## config.mk

```make
export PLATFORM = sky130hd
export DESIGN_NAME = tbmf_alu
export DESIGN_NICKNAME = d
export VERILOG_FILES = /design/src/rtl/tbmf_pkg.sv /design/src/rtl/tbmf_alu.sv
export SDC_FILE = /design/constraint.sdc
export NUM_CORES = 1
export LEC_CHECK = 0
export ABC_AREA = 1
export BUFFER_PORTS_ARGS = -buffer_cell sky130_fd_sc_hd__buf_4
export CAP_MARGIN = 10
export CORE_AREA = 4 4 236 238
export DETAILED_ROUTE_END_ITERATION = 7
export DIE_AREA = 0 0 240 242
export SETUP_SLACK_MARGIN = 0.05
export SLEW_MARGIN = 20
export SYNTH_ARGS = -nofsm -noshare
export SYNTH_HDL_FRONTEND = slang
export SYNTH_SLANG_ARGS = --single-unit
```

## constraint.sdc

```tcl
create_clock -name clk -period 4.5 [get_ports clk]
set_clock_uncertainty 0.15 [all_clocks]
set_input_delay 0.9 -clock clk [delete_from_list [all_inputs] [get_ports clk]]
set_output_delay 0.9 -clock clk [all_outputs]
set_load 0.05 [all_outputs]
```

## src/rtl/tbmf_pkg.sv

```systemverilog
`timescale 1ns / 1ps
// ----------------------------------------------------------------------------
// tbmf_pkg
// Shared types and constants for the thermal background model unit.
// ----------------------------------------------------------------------------
package tbmf_pkg;

  localparam int STORE_DEPTH = 64;
  localparam int ALU_A_W     = 64;
  localparam int ALU_B_W     = 34;
  localparam int ALU_R_W     = 82;

  localparam logic [1:0] MODE_SAMPLE  = 2'd0;
  localparam logic [1:0] MODE_RESTART = 2'd1;
  localparam logic [1:0] MODE_FOLD    = 2'd2;

  localparam logic [7:0]  AVG_FRAMES_RESET = 8'd16;
  localparam logic [47:0] MAX48            = {48{1'b1}};

  localparam logic [6:0] MUL_STEPS  = 7'd34;
  localparam logic [6:0] DIV_STEPS  = 7'd64;
  localparam logic [6:0] SQRT_STEPS = 7'd32;

  typedef enum logic [1:0] {
    OP_MUL,
    OP_DIV,
    OP_SQRT
  } alu_op_t;

  typedef struct packed {
    logic               start;
    alu_op_t            op;
    logic [ALU_A_W-1:0] opa;
    logic [ALU_B_W-1:0] opb;
  } alu_req_t;

  typedef struct packed {
    logic               done;
    logic [ALU_R_W-1:0] res;
  } alu_rsp_t;

  typedef enum logic [4:0] {
    ST_IDLE,
    ST_EVAL,
    ST_W_DIV,
    ST_W_AFT,
    ST_W_MUL,
    ST_FRAME,
    ST_Z_RD,
    ST_Z_LD,
    ST_Z_DIV,
    ST_Z_SQ,
    ST_F_RD,
    ST_F_LD,
    ST_F_M1,
    ST_F_N1,
    ST_F_D1,
    ST_F_M2,
    ST_F_D2,
    ST_PUSH
  } state_t;

endpackage

```

## src/rtl/tbmf_alu.sv

```systemverilog
`timescale 1ns / 1ps
// ----------------------------------------------------------------------------
// tbmf_alu
// Shared multi-cycle unit: shift-add multiply, restoring divide, integer sqrt.
// ----------------------------------------------------------------------------
module tbmf_alu (
  input  logic               clk,
  input  logic               rst_n,
  input  tbmf_pkg::alu_req_t req,
  output tbmf_pkg::alu_rsp_t rsp
);
  import tbmf_pkg::*;

  logic               busy_r;
  logic               done_r;
  logic [6:0]         cnt_r;
  alu_op_t            op_r;
  logic [ALU_R_W-1:0] acc_r;
  logic [63:0]        work_r;
  logic [34:0]        rem_r;
  logic [8:0]         dv_r;

  logic [48:0] mul_sum;
  logic [9:0]  div_t;
  logic        div_ge;
  logic [9:0]  div_rem;
  logic [34:0] sq_t;
  logic [34:0] sq_trial;
  logic        sq_ge;
  logic [34:0] sq_rem;

  always_comb begin
    mul_sum  = {1'b0, acc_r[81:34]} + (acc_r[0] ? {1'b0, work_r[47:0]} : 49'd0);
    div_t    = {rem_r[8:0], acc_r[63]};
    div_ge   = div_t >= {1'b0, dv_r};
    div_rem  = div_ge ? div_t - {1'b0, dv_r} : div_t;
    sq_t     = {rem_r[32:0], work_r[63:62]};
    sq_trial = {1'b0, acc_r[31:0], 2'b01};
    sq_ge    = sq_t >= sq_trial;
    sq_rem   = sq_ge ? sq_t - sq_trial : sq_t;
  end

  always_ff @(posedge clk) begin
    if (!rst_n) begin
      busy_r <= 1'b0;
      done_r <= 1'b0;
      cnt_r  <= '0;
    end else begin
      done_r <= 1'b0;
      if (req.start) begin
        busy_r <= 1'b1;
        case (req.op)
          OP_MUL:  cnt_r <= MUL_STEPS;
          OP_DIV:  cnt_r <= DIV_STEPS;
          OP_SQRT: cnt_r <= SQRT_STEPS;
          default: cnt_r <= 7'd1;
        endcase
      end else if (busy_r) begin
        cnt_r <= cnt_r - 7'd1;
        if (cnt_r == 7'd1) begin
          busy_r <= 1'b0;
          done_r <= 1'b1;
        end
      end
    end
  end

  always_ff @(posedge clk) begin
    if (req.start) begin
      op_r <= req.op;
      case (req.op)
        OP_MUL: begin
          acc_r  <= {48'd0, req.opb};
          work_r <= req.opa;
        end
        OP_DIV: begin
          acc_r <= {18'd0, req.opa};
          rem_r <= '0;
          dv_r  <= req.opb[8:0];
        end
        OP_SQRT: begin
          acc_r  <= '0;
          rem_r  <= '0;
          work_r <= req.opa;
        end
        default: acc_r <= '0;
      endcase
    end else if (busy_r) begin
      case (op_r)
        OP_MUL: acc_r <= {mul_sum, acc_r[33:1]};
        OP_DIV: begin
          acc_r <= {acc_r[81:64], acc_r[62:0], div_ge};
          rem_r <= {25'd0, div_rem};
        end
        OP_SQRT: begin
          acc_r  <= {acc_r[81:32], acc_r[30:0], sq_ge};
          rem_r  <= sq_rem;
          work_r <= {work_r[61:0], 2'b00};
        end
        default: acc_r <= acc_r;
      endcase
    end
  end

  assign rsp.done = done_r;
  assign rsp.res  = acc_r;

endmodule

```

==> flow_summary.ini, run 1 <==
[routing]
dr.first_iter.drc_count = 1172
vias = 15890
route.detailed.drc = 0
via_per_inst = 5.000
avgRoutedWirePerCell_um = 19.15
drtPass1Iterations = 5
routed_wl_um = 60830
postRouteAntennaNets = 0

[synthesis]
yosys_warnings = 0
ys_ff_latch = 199
synth_ff_type = edfxtp_1
ys_seq_area_share_pct = 36.82
syn_nets = 2508
yosys-top-cells-count = nand2_1, inv_1, nor2_1
syn-mean-instance-area_um2 = 6.941
synth_area_leaders = edfxtp_1, nand2_1, inv_1
yosysMostFrequentCell = nand2_1
synthCells = 2303
synth_edf_count = 190
netlist_area_um2 = 15980
synth_cell_types = 46
synth_top_area_cell = edfxtp_1
synth_top_area_share_pct = 35.69
synthArstFlopShare_pct = 0

[final_layout]
fin_util_pct = 35.00
n_fill_cell = 5923
syn_to_final_growth_pct = 17.36
layout.nets = 2672
drive_above_1_share_pct = 10.89
design_area_um2 = 18760

[sta]
slew_viol_final = 0
fin_tns_setup_ps = 0
fmax_mhz = 264.7
rsz0062_at_grt = false
setup_viol_count_final = 0
period_share_pct = 83.96
tightestPinTransition_ps = 938.5
relSlewSlack_pct = 37.21
finalHoldViolations = 0
fin_crit_ps = 3778

[clocking]
cts_buffers = 17
post_cts_buffers = 0
post_cts_resized = 0
clk_latency_ps = 510
clock_sinks = 199
cts_tree = built
path_clk_slew_ps = 90
hold_buffers = 0
h-tree-depth = 4
cts_root_buffer = clkbuf_16
cts_buffer_depth = 2

[die]
die_area_um2 = 58080
io-pin-count = 186
start_util_pct = 29.82
die_width_um = 240
coreArea_um2 = 53600
num_rows = 85
die_h_um = 242

[setup_path]
critPathKind = flop to flop
ff2ff_setup_slack_ps = 720
path_cells = buf_4, nand2_1, inv_1, ha_1, fa_1, nand3_1, nand2_1, nand2_1, nand2_1, a21oi_1, o21ai_0, nand2_1, nand2_1, o21ai_0
cp_slowest_cell = edfxtp_1
path_buf_inv = 2
worstPathArrival_ps = 3890
path_max_fanout = 21
crit_path_start_kind = flop
worstPathRequired_ps = 4610
crit_family = simple AND/OR/NAND/NOR gates
worst_setup_path_end_kind = flop
path_common_cell = nand2_1
max_stage_delay_ps = 680

[worst_hold_path]
hold_path.class = flop to flop

[pwr]
ir_worst_vdd_uv = 268.5
p_clk_share_pct = 22.5
pwr-share-comb_pct = 43.2
power-per-cell-area_nw_per_um2 = 385.6
p_sw_share_pct = 44.06
leakagePower_nw = 9.321
p_seq_share_pct = 34.4
switchingPower_w = 0.003187
p_int_w = 0.004047

[grt]
grt_antenna_before_repair = 1
grt_max_degree = 65
grt-ovfl-total = 0
grt_usage_pct = 20.72
grt_pass1_wl_um = 92720
grt_pass1_vias = 16210

[placement]
io_buffers = 185
gp_congestion = 0.9317
post_dp_cell_area_um2 = 18170
dp_hpwl_um = 49440

[run_status]
status = completed

[job]
cap_violations = 0
## cell type report
class / count / area (µm²) / share of cell area, %
inverter: 352 / 1321 / 7.043
tap: 696 / 870.8 / 4.642
multi-input combinational: 1694 / 8556 / 45.61
clock buffer: 17 / 425.4 / 2.268
sequential: 199 / 5886 / 31.37
clock inverter: 15 / 161.4 / 0.8604
timing repair buffer: 203 / 1536 / 8.190
antenna: 1 / 2.502 / 0.01334
## path summary, 6_finish.rpt
kind | from | endpoint | cells after the start
setup / recovery | acc_r[0] | acc_r[51] | 14
setup reg to reg | acc_r[0] | acc_r[51] | 14
hold / removal | work_r[54] | work_r[56] | 2
hold reg to reg | work_r[54] | work_r[56] | 2
## cell usage in the layout (no fill, tap or decap), types with 3 or more instances in the layout
master / count
o211ai_1: 11
nor3_1: 17
xnor2_1: 15
a21o_1: 5
a31oi_1: 3
ha_1: 100
nand2_2: 6
inv_6: 7
a21oi_2: 5
nor2_1: 217
inv_1: 344
nand3_1: 110
dfxtp_1: 9
a21oi_1: 115
nand2_1: 815
o21ai_1: 12
inv_2: 6
a22oi_1: 45
nor2_2: 8
nand4_1: 18
xor2_1: 12
edfxtp_1: 190
clkbuf_16: 17
o221ai_1: 33
o21ai_0: 99
nor3b_1: 3
o21bai_1: 9
nand3_2: 3
nand3b_1: 13
buf_4: 202
## state kept, by name, summed over array words and instances (netlist names)
| register | flops |
|---|---|
| op_r | 2 |
| cnt_r | 7 |
| dv_r | 9 |
| acc_r | 82 |
| work_r | 64 |
| rem_r | 33 |
| done_r | 1 |
| busy_r | 1 |
## worst register-to-register path: cells and delay by family (launching register included)
kind,cells,cell delay [ps]
simple gates,7,900
compound gates,3,730
flops,1,680
fa+ha+maj,2,680
buf+inv,2,410
## cell families (layout without fill, tap and decap cells)
family,Yosys count,in the layout,synth area share [%]
xor+xnor,27,27,1.479
other cells,0,1,0
fa+ha+maj,102,102,8.078
compound gates,345,345,12.93
simple gates,1220,1220,30.76
buf+inv,410,587,9.926
flops,199,199,36.82
## stage by stage
step / instances / hold slack, ps / total power [W] / setup WS [ps]
final: 3177 / 366.0 / 0.007234 / 721.8
after global placement: 3144 / 342.3 / 0.005624 / 755.2
after global routing: 3176 / 399.5 / 0.007701 / 369.5
after detailed placement: 3144 / 347.3 / 0.005631 / 718.4
after CTS: 3176 / 367.9 / 0.007275 / 691.0
after floorplan: 2303 / 337.4 / 0.004625 / 767.1
## power groups by stage
stage / Clock [W] / Combinational (W) / Sequential (W)
2_1_floorplan: 0 / 0.00182 / 0.00281
3_3_place_gp: 0 / 0.00310 / 0.00252
3_5_place_dp: 0 / 0.00311 / 0.00253
4_1_cts: 0.00167 / 0.00312 / 0.00249
5_1_grt: 0.00173 / 0.00346 / 0.00251
6_report: 0.00163 / 0.00312 / 0.00249
## per-layer routing
metal  share of wire, %  up-vias  global-route usage [%]  wire [µm]
met1                 41     7524                   25.13      25160
met5                  0        -                       0          0
met4                3.2        0                   7.265       1956
met2                 50      432                   36.76      30670
li1                   -     7857                       -          -
met3                5.0       72                   3.597       3045
Note: power is estimated with default switching activity, not from simulation.
==> run 2: changes to the inputs <==
- ABC_AREA: 1 -> 0
- CORE_AREA: 4 4 236 238 -> 4 4 226 228
- DIE_AREA: 0 0 240 242 -> 0 0 230 232
- clock period: 4.5 -> 3.4 ns (I/O delays scaled with it)
==> flow_summary.ini, run 2 <==
[setup_path]
ff2ff_setup_slack_ps = 110
critPathKind = flop to flop
path_max_fanout = 15
worstPathArrival_ps = 3470
worstPathRequired_ps = 3580
worst_setup_path_end_kind = flop
crit_path_start_kind = flop
startpoint = acc_r[0]
r2r-start = acc_r[0]

[clocking]
cts_root_buffer = clkbuf_16
cts_buffers = 17
clock_sinks = 199
cts_tree = built
cts_buffer_depth = 2
path_clk_slew_ps = 80
h-tree-depth = 4
hold_buffers = 0
clk_latency_ps = 490

[grt]
grt_max_degree = 84
grt_usage_pct = 18.30
grt-ovfl-total = 0
grt_antenna_before_repair = 0
grt_pass1_vias = 12570
grt_pass1_wl_um = 75080

[synthesis]
synth_edf_count = 190
syn_nets = 1673
synth_top_family_by_area = compound AO/OA/AOI/OAI gates
netlist_area_um2 = 14550
synth_mux_area_share_pct = 7.119
yosys_warnings = 0
yosys-top-cells-count = edfxtp_1, a21oi_1, nand2_1
syn-mean-instance-area_um2 = 9.913
synth_fa_ha_area_share_pct = 8.873
synth_xor_area_share_pct = 4.273
synth_cell_types = 78
synthCells = 1468
synth-simple-area-share_pct = 13.19
synth_area_leaders = edfxtp_1, ha_1, mux2_2
synth_top_area_cell = edfxtp_1
ys_seq_area_share_pct = 40.44
synth_compound_area_share_pct = 22.19
yosysMostFrequentCell = edfxtp_1
synth_top_area_share_pct = 39.21
synth_ff_type = edfxtp_1
ys_ff_latch = 199
synthArstFlopShare_pct = 0

[die]
start_util_pct = 29.79
die_area_um2 = 53360
num_rows = 81
die_h_um = 232
io-pin-count = 186
coreArea_um2 = 48850
die_width_um = 230

[final_layout]
n_fill_cell = 4920
largest_register_ff_count = 82
stdcell_count = 2369
drive_above_1_share_pct = 24.75
final_common_cell = buf_4
fin_util_pct = 37.03
diodes = 0
regMostFlops = acc_r
syn_to_final_growth_pct = 24.31
reg.largest.list = acc_r x82, work_r x64, rem_r x33
multiInputGateArea_um2 = 8295
design_area_um2 = 18090
seq_area_um2 = 5886
final_cell_mix = buf_4, edfxtp_1, nand2_1
layout.nets = 1897

[placement]
io_buffers = 185
place_inst = 2336
gp_congestion = 0.9168
dp_hpwl_um = 39400
post_dp_cell_area_um2 = 17320

[pwr]
power-per-cell-area_nw_per_um2 = 521.2
leakagePower_nw = 7.304
ir_worst_vdd_uv = 297.5

[sta]
hold_slack_ps = 226.1
fin_tns_setup_ps = 0
fin_crit_ps = 3285
relSlewSlack_pct = 56.37
slew_viol_final = 0
tightestPinTransition_ps = 652.9
finalHoldViolations = 0
period_share_pct = 96.62
setup_viol_count_final = 0
fmax_mhz = 304.4
rsz0062_at_grt = true

[routing]
routed_wl_um = 50630
route.detailed.drc = 0
postRouteAntennaNets = 0
avgRoutedWirePerCell_um = 21.37
drtPass1Iterations = 5
dr.first_iter.drc_count = 1103
via_per_inst = 5.415
vias = 12830

[worst_hold_path]
hold_path_startpoint = req[8]
hold_path.class = input pin to flop

[job]
cap_violations = 0

[run_status]
status = completed
run 2: cell count changes after synthesis, moves of 28 or more:
cell      previous run  this run
and2_1               2        57
mux2_2               0        68
a22o_1               0        38
xnor2_1             15        50
a221o_1              0        34
nor2_1             220        93
nand3_1            110        35
nand2_1            816       105
o221ai_1            33         5
inv_1              345        74
run 2: final timing paths:
path / endpoint / depth (start not counted)
worst max-delay path: acc_r[80] / 12
worst min-delay path: dv_r[8] / 1
worst max register to register: acc_r[80] / 12
worst min register to register: cnt_r[5] / 2
run 2: cell families after synthesis:
group	after synthesis
flip-flops	199
XOR/XNOR	71
adder cells (fa/ha/maj)	102
AND/OR/NAND/NOR	392
buffers and inverters	147
AO/OA/AOI/OAI	462
multiplexers	95
run 2: area by class of cell:
| type | count | share of cell area, % |
|---|---|---|
| Clock buffer | 19 | 2.448 |
| Clock inverter | 13 | 1.065 |
| Inverter | 76 | 1.577 |
| Multi-Input combinational cell | 1122 | 45.85 |
| Sequential cell | 199 | 32.53 |
| Tap cell | 664 | 4.592 |
| Timing Repair Buffer | 276 | 11.93 |
run 2: layer usage:
layer	vias to the layer above	GRT usage [%]	share of wire, %
li1	6026	-	-
met1	6344	23.01	42
met2	389	31.86	50
met3	68	3.545	5.3
met4	0	5.558	2.4
met5	-	0	0
run 2: worst max-delay path: stages (launching register included):
cell and delay [ps]:
edfxtp_1 420, buf_6 170, and2_1 150, ha_1 290, a21o_1 190, a21oi_2 170
a21oi_1 140, o31a_1 340, buf_4 150, o21a_1 250, a31oi_1 430, nand4_1 150
o211ai_1 130
run 2: per-stage QoR:
step                total power, W  setup slack [ps]
finish                    0.009429             115.0
global placement          0.007076             164.3
detailed placement        0.007108             103.0
CTS                       0.009419             91.32
floorplan                 0.005807            -95.66
global route              0.009907            -6.846
run 2: what timing repair did:
item	4_1_cts	5_1_grt
buffers inserted	0	1
setup endpoints to repair	0	27
resized for setup	0	30
run 2: report_power, final:
group	switching [W]	internal, W
clock network	0.00105	0.00126
registers	0.000235	0.00301
logic	0.00231	0.00156
==> run 3: changes to the inputs <==
- REMOVE_ABC_BUFFERS: default -> 1
==> flow_summary.ini, run 3 (same netlist as run 2, synthesis figures left out) <==
[worst_hold_path]
hold_depth = 1
hold_path_startpoint = req[5]
min_to = dv_r[5]
hold_path.class = input pin to flop

[final_layout]
seq_area_um2 = 5886
final_common_cell = buf_4
layout.nets = 1902
design_area_um2 = 18340
n_fill_cell = 4935
drive_above_1_share_pct = 27.02
diodes = 0
reg.largest.list = acc_r x82, work_r x64, rem_r x33
stdcell_count = 2374
largest_register_ff_count = 82
multiInputGateArea_um2 = 8512
final_cell_mix = buf_4, edfxtp_1, nand2_1
syn_to_final_growth_pct = 26.03
regMostFlops = acc_r

[routing]
dr.first_iter.drc_count = 1142
via_per_inst = 5.439
postRouteAntennaNets = 0
routed_wl_um = 51300
route.detailed.drc = 0
avgRoutedWirePerCell_um = 21.61
vias = 12910
drtPass1Iterations = 5

[setup_path]
worstPathRequired_ps = 3490
worst_setup_path_end_kind = flop
ff2ff_setup_slack_ps = 80
crit_path_start_kind = flop
rr_endpoint = acc_r[79]
r2r-start = acc_r[0]
path_max_fanout = 7
reg2reg_depth = 12
worstPathArrival_ps = 3420
critPathKind = flop to flop

[pwr]
ir_worst_vdd_uv = 321.0
power-per-cell-area_nw_per_um2 = 509.1
finalPower_w = 0.009337
leakagePower_nw = 7.359

[sta]
slew_viol_final = 0
rsz0062_at_grt = true
fin_tns_setup_ps = 0
tightestPinTransition_ps = 1052
fmax_mhz = 300.8
finalHoldViolations = 0
relSlewSlack_pct = 29.89
period_share_pct = 97.77
setup_viol_count_final = 0
fin_crit_ps = 3324

[die]
coreArea_um2 = 48850
die_h_um = 232
die_width_um = 230
num_rows = 81
die_area_um2 = 53360
io-pin-count = 186
start_util_pct = 29.79

[job]
cap_violations = 0

[placement]
io_buffers = 185
gp_congestion = 0.9278
post_dp_cell_area_um2 = 17200
dp_hpwl_um = 39110
place_inst = 2322

[clocking]
path_clk_slew_ps = 80
clock_sinks = 199
h-tree-depth = 4
cts_root_buffer = clkbuf_16
clk_latency_ps = 490
cts_tree = built
cts_buffer_depth = 2
cts_buffers = 17

[grt]
grt_pass1_wl_um = 75620
grt_usage_pct = 18.47
grt_pass1_vias = 12560
grt_antenna_before_repair = 2
grt-ovfl-total = 0
grt_max_degree = 84

[run_status]
status = completed
## run 3: cell types whose count changed in the layout (fill, tap and decap cells not counted), sizes merged
| cell | previous run | this run |
|---|---|---|
| buf | 276 | 277 |
| inv | 77 | 83 |
| bufinv | 4 | 0 |
| clkbuf | 19 | 25 |
| clkinvlp | 4 | 0 |
## run 3: repair_timing
item | 4_1_cts | 5_1_grt
hold buffers | 0 | 0
cloned | 0 | 5
endpoints found under the setup margin | 8 | 56
setup buffers | 0 | 15
gates resized for setup | 3 | 79
pin swaps | 1 | 27
## run 3: cell type report
type | count | share of cell area, %
Clock inverter | 11 | 0.4503
Sequential cell | 199 | 32.09
Inverter | 76 | 1.555
Clock buffer | 21 | 2.572
Tap cell | 664 | 4.530
Timing Repair Buffer | 281 | 12.39
Multi-Input combinational cell | 1122 | 46.41
## run 3: how the worst max path moves through the flow
| stage | from | to | slack (ps) | cells after the start |
|---|---|---|---|---|
| floorplan | op_r[0] | work_r[0] | -1660 | 4 |
| global placement | acc_r[0] | acc_r[75] | 70 | 12 |
| detailed placement | acc_r[0] | acc_r[59] | -9 | 12 |
| CTS | acc_r[0] | acc_r[80] | 50 | 12 |
| global route | acc_r[0] | acc_r[79] | -30 | 12 |
| finish | acc_r[0] | acc_r[79] | 80 | 12 |
## run 3: power breakdown
| part | leakage, nW | internal (W) | switching (W) | total, W |
|---|---|---|---|---|
| clock | 0.280 | 0.00101 | 0.00105 | 0.00207 |
| sequential | 1.95 | 0.00301 | 0.000249 | 0.00326 |
| combinational | 5.13 | 0.00164 | 0.00237 | 0.00401 |
| total | 7.36 | 0.00567 | 0.00367 | 0.00934 |
## run 3: per-stage QoR
step           hold slack [ps]  utilization (%)  setup WS (ps)
2_1_floorplan            293.1                -          -1664
3_3_place_gp             313.8            35.20          72.38
3_5_place_dp             318.4            35.20         -8.927
4_1_cts                  188.3            36.37          51.95
5_1_grt                  196.8            37.54         -31.05
6_report                 224.1            37.54          75.98
## run 3: critical path: stages, from the launching register on
cell	delay, ps
edfxtp_1	410
buf_6	170
buf_12	130
and2_4	140
ha_4	290
nand2_2	70
or3_1	380
a211o_1	350
a2111o_1	500
buf_6	150
a21oi_2	140
nor3_2	60
mux2i_1	120
## run 3: routing by layer
layer	part of all wire (%)	track usage (%)	vias up	routed length (µm)
li1	-	-	6040	-
met1	42	23.86	6313	21780
met2	49	31.45	476	25060
met3	6.0	3.361	84	3062
met4	2.7	5.879	0	1400
met5	0	0	-	0
